File: src/rtl/sntp_pkg.sv
// Shared types and constants for the NTP server reply builder.
`timescale 1ns / 1ps

package sntp_pkg;

  // Reply framing
  localparam logic [5:0] REPLY_LEN      = 6'd48;
  localparam logic [5:0] REPLY_LAST_IDX = 6'd47;
  localparam logic [5:0] TS_FIRST_POS   = 6'd40;
  localparam logic [7:0] LI_VN_MODE     = 8'h24;

  // Time conversion: one million is 64 times 15625
  localparam logic [31:0] EPOCH_DELTA = 32'd2208988800;
  localparam logic [13:0] DIV_ODD     = 14'd15625;
  // ceil(2^44 / 15625), exact for every dividend below 2^30
  localparam logic [30:0] DIV_RECIP   = 31'd1125899907;
  // Rounding term of half a million, scaled down by 64
  localparam logic [15:0] FRAC_TAIL   = 16'd7812;
  localparam logic [3:0]  SECS_STEP   = 4'd7;
  localparam logic [3:0]  FRAC_STEP   = 4'd11;

  // Configuration register indexes
  localparam logic [2:0] REG_STRATUM    = 3'd0;
  localparam logic [2:0] REG_POLL       = 3'd1;
  localparam logic [2:0] REG_PRECISION  = 3'd2;
  localparam logic [2:0] REG_ROOT_DELAY = 3'd3;
  localparam logic [2:0] REG_ROOT_DISP  = 3'd4;
  localparam logic [2:0] REG_REF_ID     = 3'd5;

  // Configuration reset values
  localparam logic [7:0]  RST_STRATUM    = 8'd1;
  localparam logic [7:0]  RST_POLL       = 8'd6;
  localparam logic [7:0]  RST_PRECISION  = 8'hEC;
  localparam logic [31:0] RST_ROOT_DELAY = 32'h0001_0000;
  localparam logic [31:0] RST_ROOT_DISP  = 32'h0001_0000;
  localparam logic [31:0] RST_REF_ID     = 32'd1212629298;

  typedef struct packed {
    logic [7:0]  stratum;
    logic [7:0]  poll;
    logic [7:0]  precision;
    logic [31:0] root_delay;
    logic [31:0] root_disp;
    logic [31:0] ref_id;
  } cfg_t;

  // One accepted request waiting for its reply
  typedef struct packed {
    logic [63:0] client_ts;
    logic [63:0] now_us;
  } job_t;

  // Converted timestamps ready for serialization
  typedef struct packed {
    logic [63:0] client_ts;
    logic [31:0] ntp_secs;
    logic [31:0] frac_word;
  } time_result_t;

endpackage

File: src/rtl/sntp_front.sv
// Request byte counter and client timestamp capture.
`timescale 1ns / 1ps

module sntp_front (
  input  logic          clk,
  input  logic          rst,
  input  logic          accept,
  input  logic [7:0]    payload_byte,
  input  logic          end_of_packet,
  input  logic [63:0]   now_microseconds,
  output logic          job_push,
  output sntp_pkg::job_t job
);
  import sntp_pkg::*;

  logic [5:0]  byte_position;
  logic [5:0]  byte_position_next;
  logic [63:0] client_timestamp;
  logic [63:0] client_timestamp_next;

  // Shift in request bytes 40 to 47 and saturate the count at the reply length
  always_comb begin
    client_timestamp_next = client_timestamp;
    byte_position_next    = byte_position;
    if (byte_position >= TS_FIRST_POS && byte_position < REPLY_LEN) begin
      client_timestamp_next = {client_timestamp[55:0], payload_byte};
    end
    if (byte_position < REPLY_LEN) begin
      byte_position_next = byte_position + 6'd1;
    end
  end

  // Hand a full-length request to the back end on its final byte
  assign job_push       = accept && end_of_packet && (byte_position_next == REPLY_LEN);
  assign job.client_ts  = client_timestamp_next;
  assign job.now_us     = now_microseconds;

  always_ff @(posedge clk) begin
    if (rst) begin
      byte_position <= '0;
    end else if (accept) begin
      byte_position <= end_of_packet ? 6'd0 : byte_position_next;
    end
  end

  always_ff @(posedge clk) begin
    if (accept) begin
      client_timestamp <= client_timestamp_next;
    end
  end

endmodule

File: src/rtl/sntp_job_queue.sv
// Short register queue between the request front end and the reply back end.
`timescale 1ns / 1ps

module sntp_job_queue #(
  parameter int DEPTH = 2
) (
  input  logic           clk,
  input  logic           rst,
  input  logic           push,
  input  sntp_pkg::job_t push_job,
  output logic           full,
  input  logic           pop,
  output logic           not_empty,
  output sntp_pkg::job_t head_job
);
  import sntp_pkg::*;

  localparam int PTR_W = (DEPTH > 1) ? $clog2(DEPTH) : 1;
  localparam int CNT_W = $clog2(DEPTH + 1);
  localparam logic [PTR_W-1:0] PTR_LAST = PTR_W'(DEPTH - 1);
  localparam logic [CNT_W-1:0] CNT_FULL = CNT_W'(DEPTH);

  job_t             entries [DEPTH];
  logic [PTR_W-1:0] wr_ptr;
  logic [PTR_W-1:0] rd_ptr;
  logic [CNT_W-1:0] count;
  logic             do_push;
  logic             do_pop;

  assign full      = (count == CNT_FULL);
  assign not_empty = (count != '0);
  assign head_job  = entries[rd_ptr];
  assign do_push   = push && !full;
  assign do_pop    = pop && not_empty;

  // Advance pointers and count
  always_ff @(posedge clk) begin
    if (rst) begin
      wr_ptr <= '0;
      rd_ptr <= '0;
      count  <= '0;
    end else begin
      if (do_push) begin
        wr_ptr <= (wr_ptr == PTR_LAST) ? '0 : wr_ptr + PTR_W'(1);
      end
      if (do_pop) begin
        rd_ptr <= (rd_ptr == PTR_LAST) ? '0 : rd_ptr + PTR_W'(1);
      end
      if (do_push && !do_pop) begin
        count <= count + CNT_W'(1);
      end else if (do_pop && !do_push) begin
        count <= count - CNT_W'(1);
      end
    end
  end

  // Store the pushed job
  always_ff @(posedge clk) begin
    if (do_push) begin
      entries[wr_ptr] <= push_job;
    end
  end

endmodule

File: src/rtl/sntp_time_conv.sv
// Unix microseconds to NTP 32.32 conversion by reciprocal multiplication.
`timescale 1ns / 1ps

module sntp_time_conv (
  input  logic                   clk,
  input  logic                   rst,
  input  logic                   job_valid,
  input  sntp_pkg::job_t         job,
  output logic                   job_pop,
  output logic                   res_valid,
  output sntp_pkg::time_result_t res,
  input  logic                   res_take
);
  import sntp_pkg::*;

  logic        busy;
  logic        done;
  logic [3:0]  step_cnt;
  logic [95:0] feed;
  logic [13:0] rem;
  logic [29:0] part;
  logic [15:0] part_quot;
  logic [31:0] quot;
  logic [29:0] trial;
  logic [59:0] prod;
  logic [29:0] part_back;
  logic [29:0] part_rem;
  logic [31:0] quot_next;
  logic        in_ready;

  assign in_ready  = !busy && (!done || res_take);
  assign job_pop   = job_valid && in_ready;
  assign res_valid = done;

  // Long division by 15625 in 16-bit digits: estimate on even steps,
  // take the remainder on odd steps
  always_comb begin
    trial     = {rem, feed[95:80]};
    prod      = {30'd0, trial} * {29'd0, DIV_RECIP};
    part_back = {14'd0, part_quot} * {16'd0, DIV_ODD};
    part_rem  = part - part_back;
    quot_next = {quot[15:0], part_quot};
  end

  // Control: load, iterate 12 steps, hold the result until taken
  always_ff @(posedge clk) begin
    if (rst) begin
      busy     <= 1'b0;
      done     <= 1'b0;
      step_cnt <= '0;
    end else begin
      if (res_take) begin
        done <= 1'b0;
      end
      if (job_pop) begin
        busy     <= 1'b1;
        step_cnt <= '0;
      end else if (busy) begin
        step_cnt <= step_cnt + 4'd1;
        if (step_cnt == FRAC_STEP) begin
          busy <= 1'b0;
          done <= 1'b1;
        end
      end
    end
  end

  // Datapath: four digits of us / 64 give the seconds, the remainder
  // continues through two more digits for the rounded fraction
  always_ff @(posedge clk) begin
    if (job_pop) begin
      feed          <= {6'd0, job.now_us, 10'd0, FRAC_TAIL};
      rem           <= '0;
      res.client_ts <= job.client_ts;
    end else if (busy) begin
      if (!step_cnt[0]) begin
        part      <= trial;
        part_quot <= prod[59:44];
      end else begin
        rem  <= part_rem[13:0];
        quot <= quot_next;
        feed <= {feed[79:0], 16'd0};
        if (step_cnt == SECS_STEP) begin
          res.ntp_secs <= quot_next + EPOCH_DELTA;
        end
        if (step_cnt == FRAC_STEP) begin
          res.frac_word <= quot_next;
        end
      end
    end
  end

endmodule

File: src/rtl/sntp_reply_stream.sv
// Reply serializer with its output register.
`timescale 1ns / 1ps

module sntp_reply_stream (
  input  logic                   clk,
  input  logic                   rst,
  input  sntp_pkg::cfg_t         cfg,
  input  logic                   res_valid,
  input  sntp_pkg::time_result_t res,
  output logic                   res_take,
  output logic                   empty,
  input  logic                   pop,
  output logic [7:0]             reply_byte,
  output logic                   reply_last
);
  import sntp_pkg::*;

  logic         active;
  logic [5:0]   idx;
  time_result_t rec;
  logic         out_valid;
  logic         advance;
  logic         at_last;
  logic [5:0]   sel;
  logic [383:0] frame;
  logic [7:0]   frame_byte;

  assign empty   = !out_valid;
  assign advance = active && (!out_valid || pop);
  assign at_last = (idx == REPLY_LAST_IDX);
  assign res_take = res_valid && (!active || (advance && at_last));

  // Lay out the 48-byte reply, byte 0 in the top bits
  assign frame = {LI_VN_MODE, cfg.stratum, cfg.poll, cfg.precision,
                  cfg.root_delay, cfg.root_disp, cfg.ref_id, 64'd0,
                  rec.client_ts, rec.ntp_secs, rec.frac_word,
                  rec.ntp_secs, rec.frac_word};
  assign sel        = REPLY_LAST_IDX - idx;
  assign frame_byte = frame[{sel, 3'b000} +: 8];

  // Walk the reply bytes, load the next record right behind the last byte
  always_ff @(posedge clk) begin
    if (rst) begin
      active    <= 1'b0;
      idx       <= '0;
      out_valid <= 1'b0;
    end else begin
      if (res_take) begin
        active <= 1'b1;
        idx    <= '0;
      end else if (advance) begin
        if (at_last) begin
          active <= 1'b0;
        end
        idx <= idx + 6'd1;
      end
      if (advance) begin
        out_valid <= 1'b1;
      end else if (pop) begin
        out_valid <= 1'b0;
      end
    end
  end

  always_ff @(posedge clk) begin
    if (res_take) begin
      rec <= res;
    end
    if (advance) begin
      reply_byte <= frame_byte;
      reply_last <= at_last;
    end
  end

endmodule

File: src/rtl/ntp_server_reply_builder_unit.sv
// Top level of the NTP server reply builder.
`timescale 1ns / 1ps
//
// Request side: one payload byte per beat on push/full, with end_of_packet
// marking the final byte and now_microseconds sampled on that beat. Bytes are
// taken one per cycle while full is low; full rises only while the job queue
// holds JOB_QUEUE_DEPTH requests waiting for the back end.
// A request shorter than 48 bytes is dropped with no output.
// Reply side: a 48-beat burst on empty/pop, reply_last on the final beat.
// The time converter divides by one million with a reciprocal multiply,
// one 16-bit quotient digit per estimate step and remainder step. After
// the final request byte is accepted, the job passes through the queue,
// the converter and the serializer into the output register. Bytes then
// leave at one per cycle while pop is high, and the next request converts
// while the current reply drains, so 48-byte requests sustain one byte per cycle.
// A stalled pop holds the output register; the converter and queue fill up
// behind it and full then stalls the request side.
// Reset (rst, synchronous) empties the queue, clears the byte count and
// restores the configuration registers to their defaults.
// Configuration writes via cfg_write_enable/cfg_index/cfg_data take effect
// at the next edge and must only be made while the block is idle.

module ntp_server_reply_builder_unit #(
  parameter int JOB_QUEUE_DEPTH = 2
) (
  input  logic        clk,
  input  logic        rst,
  input  logic        push,
  output logic        full,
  input  logic [7:0]  payload_byte,
  input  logic        end_of_packet,
  input  logic [63:0] now_microseconds,
  output logic        empty,
  input  logic        pop,
  output logic [7:0]  reply_byte,
  output logic        reply_last,
  input  logic        cfg_write_enable,
  input  logic [2:0]  cfg_index,
  input  logic [31:0] cfg_data
);
  import sntp_pkg::*;

  cfg_t         cfg;
  logic         accept;
  logic         job_push;
  job_t         front_job;
  logic         queue_full;
  logic         queue_not_empty;
  job_t         head_job;
  logic         job_pop;
  logic         res_valid;
  time_result_t res;
  logic         res_take;

  assign full   = queue_full;
  assign accept = push && !queue_full;

  // Configuration registers
  always_ff @(posedge clk) begin
    if (rst) begin
      cfg.stratum    <= RST_STRATUM;
      cfg.poll       <= RST_POLL;
      cfg.precision  <= RST_PRECISION;
      cfg.root_delay <= RST_ROOT_DELAY;
      cfg.root_disp  <= RST_ROOT_DISP;
      cfg.ref_id     <= RST_REF_ID;
    end else if (cfg_write_enable) begin
      case (cfg_index)
        REG_STRATUM:    cfg.stratum    <= cfg_data[7:0];
        REG_POLL:       cfg.poll       <= cfg_data[7:0];
        REG_PRECISION:  cfg.precision  <= cfg_data[7:0];
        REG_ROOT_DELAY: cfg.root_delay <= cfg_data;
        REG_ROOT_DISP:  cfg.root_disp  <= cfg_data;
        REG_REF_ID:     cfg.ref_id     <= cfg_data;
        default: ;
      endcase
    end
  end

  sntp_front u_front (
    .clk              (clk),
    .rst              (rst),
    .accept           (accept),
    .payload_byte     (payload_byte),
    .end_of_packet    (end_of_packet),
    .now_microseconds (now_microseconds),
    .job_push         (job_push),
    .job              (front_job)
  );

  sntp_job_queue #(
    .DEPTH (JOB_QUEUE_DEPTH)
  ) u_queue (
    .clk       (clk),
    .rst       (rst),
    .push      (job_push),
    .push_job  (front_job),
    .full      (queue_full),
    .pop       (job_pop),
    .not_empty (queue_not_empty),
    .head_job  (head_job)
  );

  sntp_time_conv u_conv (
    .clk       (clk),
    .rst       (rst),
    .job_valid (queue_not_empty),
    .job       (head_job),
    .job_pop   (job_pop),
    .res_valid (res_valid),
    .res       (res),
    .res_take  (res_take)
  );

  sntp_reply_stream u_stream (
    .clk        (clk),
    .rst        (rst),
    .cfg        (cfg),
    .res_valid  (res_valid),
    .res        (res),
    .res_take   (res_take),
    .empty      (empty),
    .pop        (pop),
    .reply_byte (reply_byte),
    .reply_last (reply_last)
  );

endmodule
File: config.mk
export PLATFORM = sky130hd
export DESIGN_NAME = ntp_server_reply_builder_unit
export DESIGN_NICKNAME = d
export VERILOG_FILES = /design/src/rtl/sntp_pkg.sv /design/src/rtl/sntp_front.sv /design/src/rtl/sntp_job_queue.sv /design/src/rtl/sntp_time_conv.sv /design/src/rtl/sntp_reply_stream.sv /design/src/rtl/ntp_server_reply_builder_unit.sv
export SDC_FILE = /design/constraint.sdc
export NUM_CORES = 2
export LEC_CHECK = 0
export ABC_AREA = 1
export ABC_CLOCK_PERIOD_IN_PS = 13500
export BUFFER_PORTS_ARGS = -buffer_cell sky130_fd_sc_hd__buf_2
export CAP_MARGIN = 20
export CORE_UTILIZATION = 45
export DETAILED_ROUTE_END_ITERATION = 8
export PLACE_DENSITY = 0.63
export SYNTH_ARGS = -nofsm -noshare
export SYNTH_HDL_FRONTEND = slang
export SYNTH_HIERARCHICAL = 1
export SYNTH_SLANG_ARGS = --single-unit
File: constraint.sdc
create_clock -name clk -period 13.5 [get_ports clk]
set_input_delay 1.35 -clock clk [delete_from_list [all_inputs] [get_ports clk]]
set_output_delay 1.35 -clock clk [all_outputs]
set_load 0.01 [all_outputs]
# Word-level counts from Yosys, hierarchy flattened
# Memory sizes are Yosys's and may differ from the RTL's. A register that Yosys moved wholly into a read port is not among the register bits.
# Cells that the tools add are included.
# word_totals
regBits	612
latch_bits	0
ramBits	256
romBits	0
inputBits	113
word_cells	131
n_memories	1
# memory_table
memory	depth	width	read_ports	rd_clocked_by_memory_dff	wr	line	rtl
u_queue.entries	2	128	1	1	1	sntp_job_queue.sv:23	job_t entries [DEPTH];
# classes
addsub	10
mul	2
div	0
n_lt_le_gt_ge	2
eq_ne	10
n_shift	1
muxes	26
n_bitwise	2
reduce_logical	46
# op_table
op	count
$shiftx 384x10->8	1
$mux 90	3
$mux 64	1
$mul 30x31->60 const B	1
$add 32x32->32 const B	1
$mux 1	18
$reduce_and 2->1	9
$mul 16x14->14 const B	1
$reduce_bool 2->1	7
$sub 14x14->14	1
$logic_and 1x1->1	13
$add 6x1->6 const B	2
$eq 6x6->1 const B	2
$mux 6	2
$reduce_and 4->1	2
$logic_not 1->1	7
$eq 3x2->1 const B	2
$eq 3x3->1 const B	2
$ge 6x6->1 const B	1
$lt 6x6->1 const B	1
$reduce_and 3->1	2
$sub 6x6->6 const A	1
$add 4x1->4 const B	1
$eq 4x3->1 const B	1
11 further kinds	17

# Logic depth before layout (Yosys ltp)
# depth
word_depth	13
mapped_depth	27
mapped_depth_nobuf	27

# By module
# The synthesis kept the hierarchy.
# by_module_without_submodules
mod	n_inst	cells_each	area_per_inst_um2
sntp_time_conv	1	2600	26447.9
sntp_job_queue	1	435	9546.7
sntp_reply_stream	1	961	7719.9
ntp_server_reply_builder_unit	1	682	4717.0
sntp_front	1	358	3668.5

# Worst setup path after synthesis
# OpenSTA, ideal clock, no wires.
# synth_path
path_type	input to register
startpoint	input push
endpoint	memory u_queue/entries[0][0] (netlist name), enable pin
setup_ns	0.617
arrival_ns	10.173
t_required_ns	12.883
path_slack_ns	2.710
stages	8
path_cell_list	inv_1 -> nor2_1 -> nand2_1 -> nor3_1 -> nand2_1 -> nor2_1 -> o21ai_0 -> nor2_1
# synth_between
elab_chain_len	6
# synth_lines
item	line	rtl
start: declaration	ntp_server_reply_builder_unit.sv:28	input logic push,
$logic_and 1x1->1	ntp_server_reply_builder_unit.sv:56	assign accept = push && !queue_full;
named net accept	ntp_server_reply_builder_unit.sv:44	logic accept;
$logic_and 1x1->1 (2 in a row)	sntp_front.sv:34	assign job_push = accept && end_of_packet && (byte_position_next == REPLY_LEN);
named net job_push	ntp_server_reply_builder_unit.sv:45	logic job_push;
$logic_and 1x1->1	sntp_job_queue.sv:33	assign do_push = push && !full;
$mux 1	sntp_job_queue.sv:59	if (do_push) begin
$mux 1 (not written as such)	sntp_job_queue.sv:60	entries[wr_ptr] <= push_job;
end: declaration	sntp_job_queue.sv:23	
# The timed path passes the listed nets, and every way through them passes these cells.

# Worst setup path after layout
# layout_path
startpoint	register u_conv.feed[92]
endpoint	register u_conv.part_quot[0], data pin
# layout_between
elab_chain_len	1
# layout_lines
item	line	rtl
start: declaration	sntp_time_conv.sv:19	logic [95:0] feed;
start signal: assignment	sntp_time_conv.sv:72	feed <= {6'd0, job.now_us, 10'd0, FRAC_TAIL};
start signal: assignment	sntp_time_conv.sv:82	feed <= {feed[79:0], 16'd0};
$mul 30x31->60	sntp_time_conv.sv:39	prod = {30'd0, trial} * {29'd0, DIV_RECIP};
named net u_conv.prod[44]	sntp_time_conv.sv:25	logic [59:0] prod;
end signal: assignment	sntp_time_conv.sv:78	part_quot <= prod[59:44];
end: declaration	sntp_time_conv.sv:22	logic [15:0] part_quot;
# The timed path passes the listed nets, and every way through them passes these cells.
# A chain may end at the register's enable or synchronous reset.

==> summary.md <==
| Metric | Value |
|---|---|
| Synth warn | `6` |
| Crit-path max cell delay | `0.75 ns` |
| Clk_skew | `0.0456 ns` |
| EDFF count, synth | `695` |
| Critical path cell sequence | `inv_1 > fa_1 > fa_1 > inv_1 > fa_1 > fa_1 > inv_1 > fa_1 > inv_1 > fa_1 > fa_1 > ha_1 > ha_1 > nand2_1 > nor2_1 > inv_1 > nor2_1 > nand2_1 > nor4_2 > o21ai_1 > nand4_1 > nand2_1` |
| Worst hold path type | `reg -> reg` |
| DRT Pass-1 Iters | `8` |
| Syn-to-layout area delta | `8.84%` |
| CTS buffer count | `93` |
| Outcome | `finished, violations left` |
| Yosys cell types | `53` |
| Number of remaining DRC errors | `16` |
| Number of gates resized after cts | `0` |
| Worst skew pair latency | `0.69 ns` |
| Gr ovfl total | `0` |
| DIE AREA | `0.117 mm²` |
| Ys async rst share | `0%` |
| DP HPWL | `95.9 mm` |
| Failing checks | `DRC` |
| Setup TNS | `0 ns` |
| Post-CTS Setup Bufs | `0` |
| Layout filler cell count | `10.5k` |
| WL met1 | `60.7 mm` |
| Largest net degree at the start of global routing | `71` |
| CTS tree | `yes` |
| Clk sinks | `862` |
| Endpoints failing setup | `0` |
| Syn_nets | `5876` |
| GP Congestion | `0.977` |
| H-tree depth | `3` |
| WL/cell | `19.7 µm` |
| Vias in the first global route | `34.2k` |
| CP Class | `reg -> reg` |
| Via count | `33.9k` |
| Post-CTS Hold Buffers | `0` |
| Core area | `0.115 mm²` |
| Clock root cell | `clkbuf_16` |
| CP startpoint kind | `flop` |
| Pins over their slew limit | `0` |
| Period Utilization, post-route | `52.3%` |
| Post-Synthesis Cells | `5036` |
| Critical Path Sink Type | `flop` |
| Register Area | `0.0242 mm²` |
| Relative max-transition margin | `24.3%` |
| Die H | `342 µm` |
| Footprint of the multi-input gates | `0.0230 mm²` |
| Syn_area_per_cell | `10.3 µm²` |
| Routed WL | `131 mm` |
| Worst-path clk slew | `0.06 ns` |
| Rows | `124` |
| MaxCap Viol Count | `0` |
| Clock Path Buffers | `3` |
| Hold Fails Final Rpt | `0` |
| Die extent in x | `342 µm` |
| Main flop type after synthesis | `edfxtp_1` |
| CP max-delay cell | `dfxtp_1` |
| Initial antenna violation count | `7` |
| IO Port Bufs | `123` |
| Vias per cell | `5.08` |
| DR iter-0 viols | `2158` |
| Crit path max fanout | `9` |
| Post-synthesis sequential area ratio | `46.5%` |
| WL met2 | `60.5 mm` |
| Boundary pin count | `124` |
| # nets final | `5925` |
| Synthesized area | `0.0521 mm²` |
| RSZ-0062 raised after global routing | `false` |
| First-pass GRT wire length | `203 mm` |
| CP Data Arrival Time | `7.51 ns` |
| Most used cell, CP | `fa_1` |
| Initial Utilization | `45.5%` |
| Crit path required time | `13.95 ns` |
| Max Fclk | `142 MHz` |
| Share of cells above drive strength 1 | `10.5%` |
| Met3 wire length | `7.08 mm` |
| ANT nets after route | `0` |
| #FFs+latches synth | `862` |
| Uppermost routed layer | `met5` |
| Total Routing Usage GR | `22.8%` |
| Fin crit period | `7.06 ns` |
| Slew @ Worst Pin | `1.13 ns` |
[per-stage QoR]
| step | cell area (µm²) | util, % | instances | hold WS [ns] | setup slack (ns) |
|---|---|---|---|---|---|
| final | 56700 | 49.5 | 6670 | 0.411 | 6.44 |
| after global routing | 56700 | 49.5 | 6669 | 0.414 | 6.04 |
| after CTS | 56700 | 49.5 | 6668 | 0.407 | 6.35 |
| after detailed placement | 53700 | 46.9 | 6501 | 0.405 | 6.38 |
| after global placement | 53700 | 46.9 | 6501 | 0.400 | 6.44 |
| after floorplan | 52100 | - | 5036 | 0.400 | 2.71 |
[cell families (layout without fill, tap and decap cells)]
group	after synthesis	in the layout	share of synthesized area (%)
AND/OR/NAND/NOR	1726	1726	14.0
other	0	1	0
buffers and inverters	1191	1312	9.54
XOR/XNOR	44	44	0.740
multiplexers	130	130	2.82
adder cells (fa/ha/maj)	727	727	22.2
flip-flops	862	862	46.5
AO/OA/AOI/OAI	356	356	4.23
[path summary, 6_finish.rpt]
path / from / end / slack (ns) / cells past startpoint
setup reg to reg: u_conv/feed[92] / u_conv/part_quot[0] / 6.44 / 22
setup / recovery: u_conv/feed[92] / u_conv/part_quot[0] / 6.44 / 22
hold / removal: u_conv/res[101] / u_stream/frame[165] / 0.41 / 0
hold reg to reg: u_conv/res[101] / u_stream/frame[165] / 0.41 / 0
[cells in the final DEF (no fill, tap or decap), types with 21 or more instances in the layout]
master	n
a21oi_1	105
nand2_1	820
nand4_1	21
o21ai_1	21
mux2_2	128
ha_1	400
nor3_1	23
buf_4	29
o21ai_0	97
fa_1	327
a22o_1	48
clkbuf_16	95
dfxtp_1	164
edfxtp_1	695
nor2_2	27
inv_1	970
a21oi_2	33
clkinv_1	22
xor2_1	32
nand3_1	400
nor2_1	388
buf_2	123
[routing by layer]
layer  track usage [%]  up-vias
met5                 0        -
met4              6.17       10
met3              3.23      173
met2              36.5      897
met1              32.5    16500
li1                  -    16300
[registers in the layout (all words and copies together) (netlist names), 16 cells and up, named ones only]
| register | flops |
|---|---|
| cfg | 120 |
| u_conv/part_quot | 16 |
| u_conv/feed | 72 |
| u_conv/quot | 16 |
| u_queue/entries | 256 |
| u_front/client_timestamp | 64 |
| u_stream/frame | 128 |
| u_conv/res | 128 |
[critical path: cells and delay by family (launching register included)]
kind                     cells  cell delay [ns]
adder cells (fa/ha/maj)      9             4.29
AO/OA/AOI/OAI                1             0.15
AND/OR/NAND/NOR              7             1.17
flip-flops                   1             0.75
buffers and inverters        5             0.49
[synthesized netlist by cell type (5+ instances only)]
master	instances	area [µm²]
a21boi_0	5	37.5
a21o_1	5	37.5
a21oi_1	105	526
a21oi_2	33	289
a22o_1	48	420
a22oi_1	6	45.0
a31oi_1	7	43.8
buf_1	10	37.5
buf_2	65	325
buf_4	70	526
buf_6	10	113
clkbuf_1	35	131
clkbuf_8	8	110
dfxtp_1	167	3340
edfxtp_1	695	20900
fa_1	327	6550
ha_1	400	5000
inv_1	973	3650
inv_2	16	60.1
mux2_2	128	1440
nand2_1	820	3080
nand2_2	7	43.8
nand3_1	400	2000
nand4_1	21	131
nor2_1	396	1490
nor2_2	26	163
nor3_1	23	115
o21ai_0	97	485
o21ai_1	21	105
o21bai_1	17	128
or2_2	15	93.8
xnor2_1	12	105
xor2_1	32	280
[final cells by class]
| class | count | share of cell area (%) |
|---|---|---|
| inverters | 992 | 6.58 |
| diodes | 1 | 0.00441 |
| well taps | 1512 | 3.34 |
| clock inverters | 51 | 0.854 |
| clock buffers | 116 | 4.46 |
| flip-flops and latches | 862 | 42.7 |
| repair buffers | 153 | 1.52 |
| multi-input cells | 2983 | 40.5 |
Power is not shown: default switching activity piles up to over one toggle a cycle in this logic, so the estimate is an artifact.
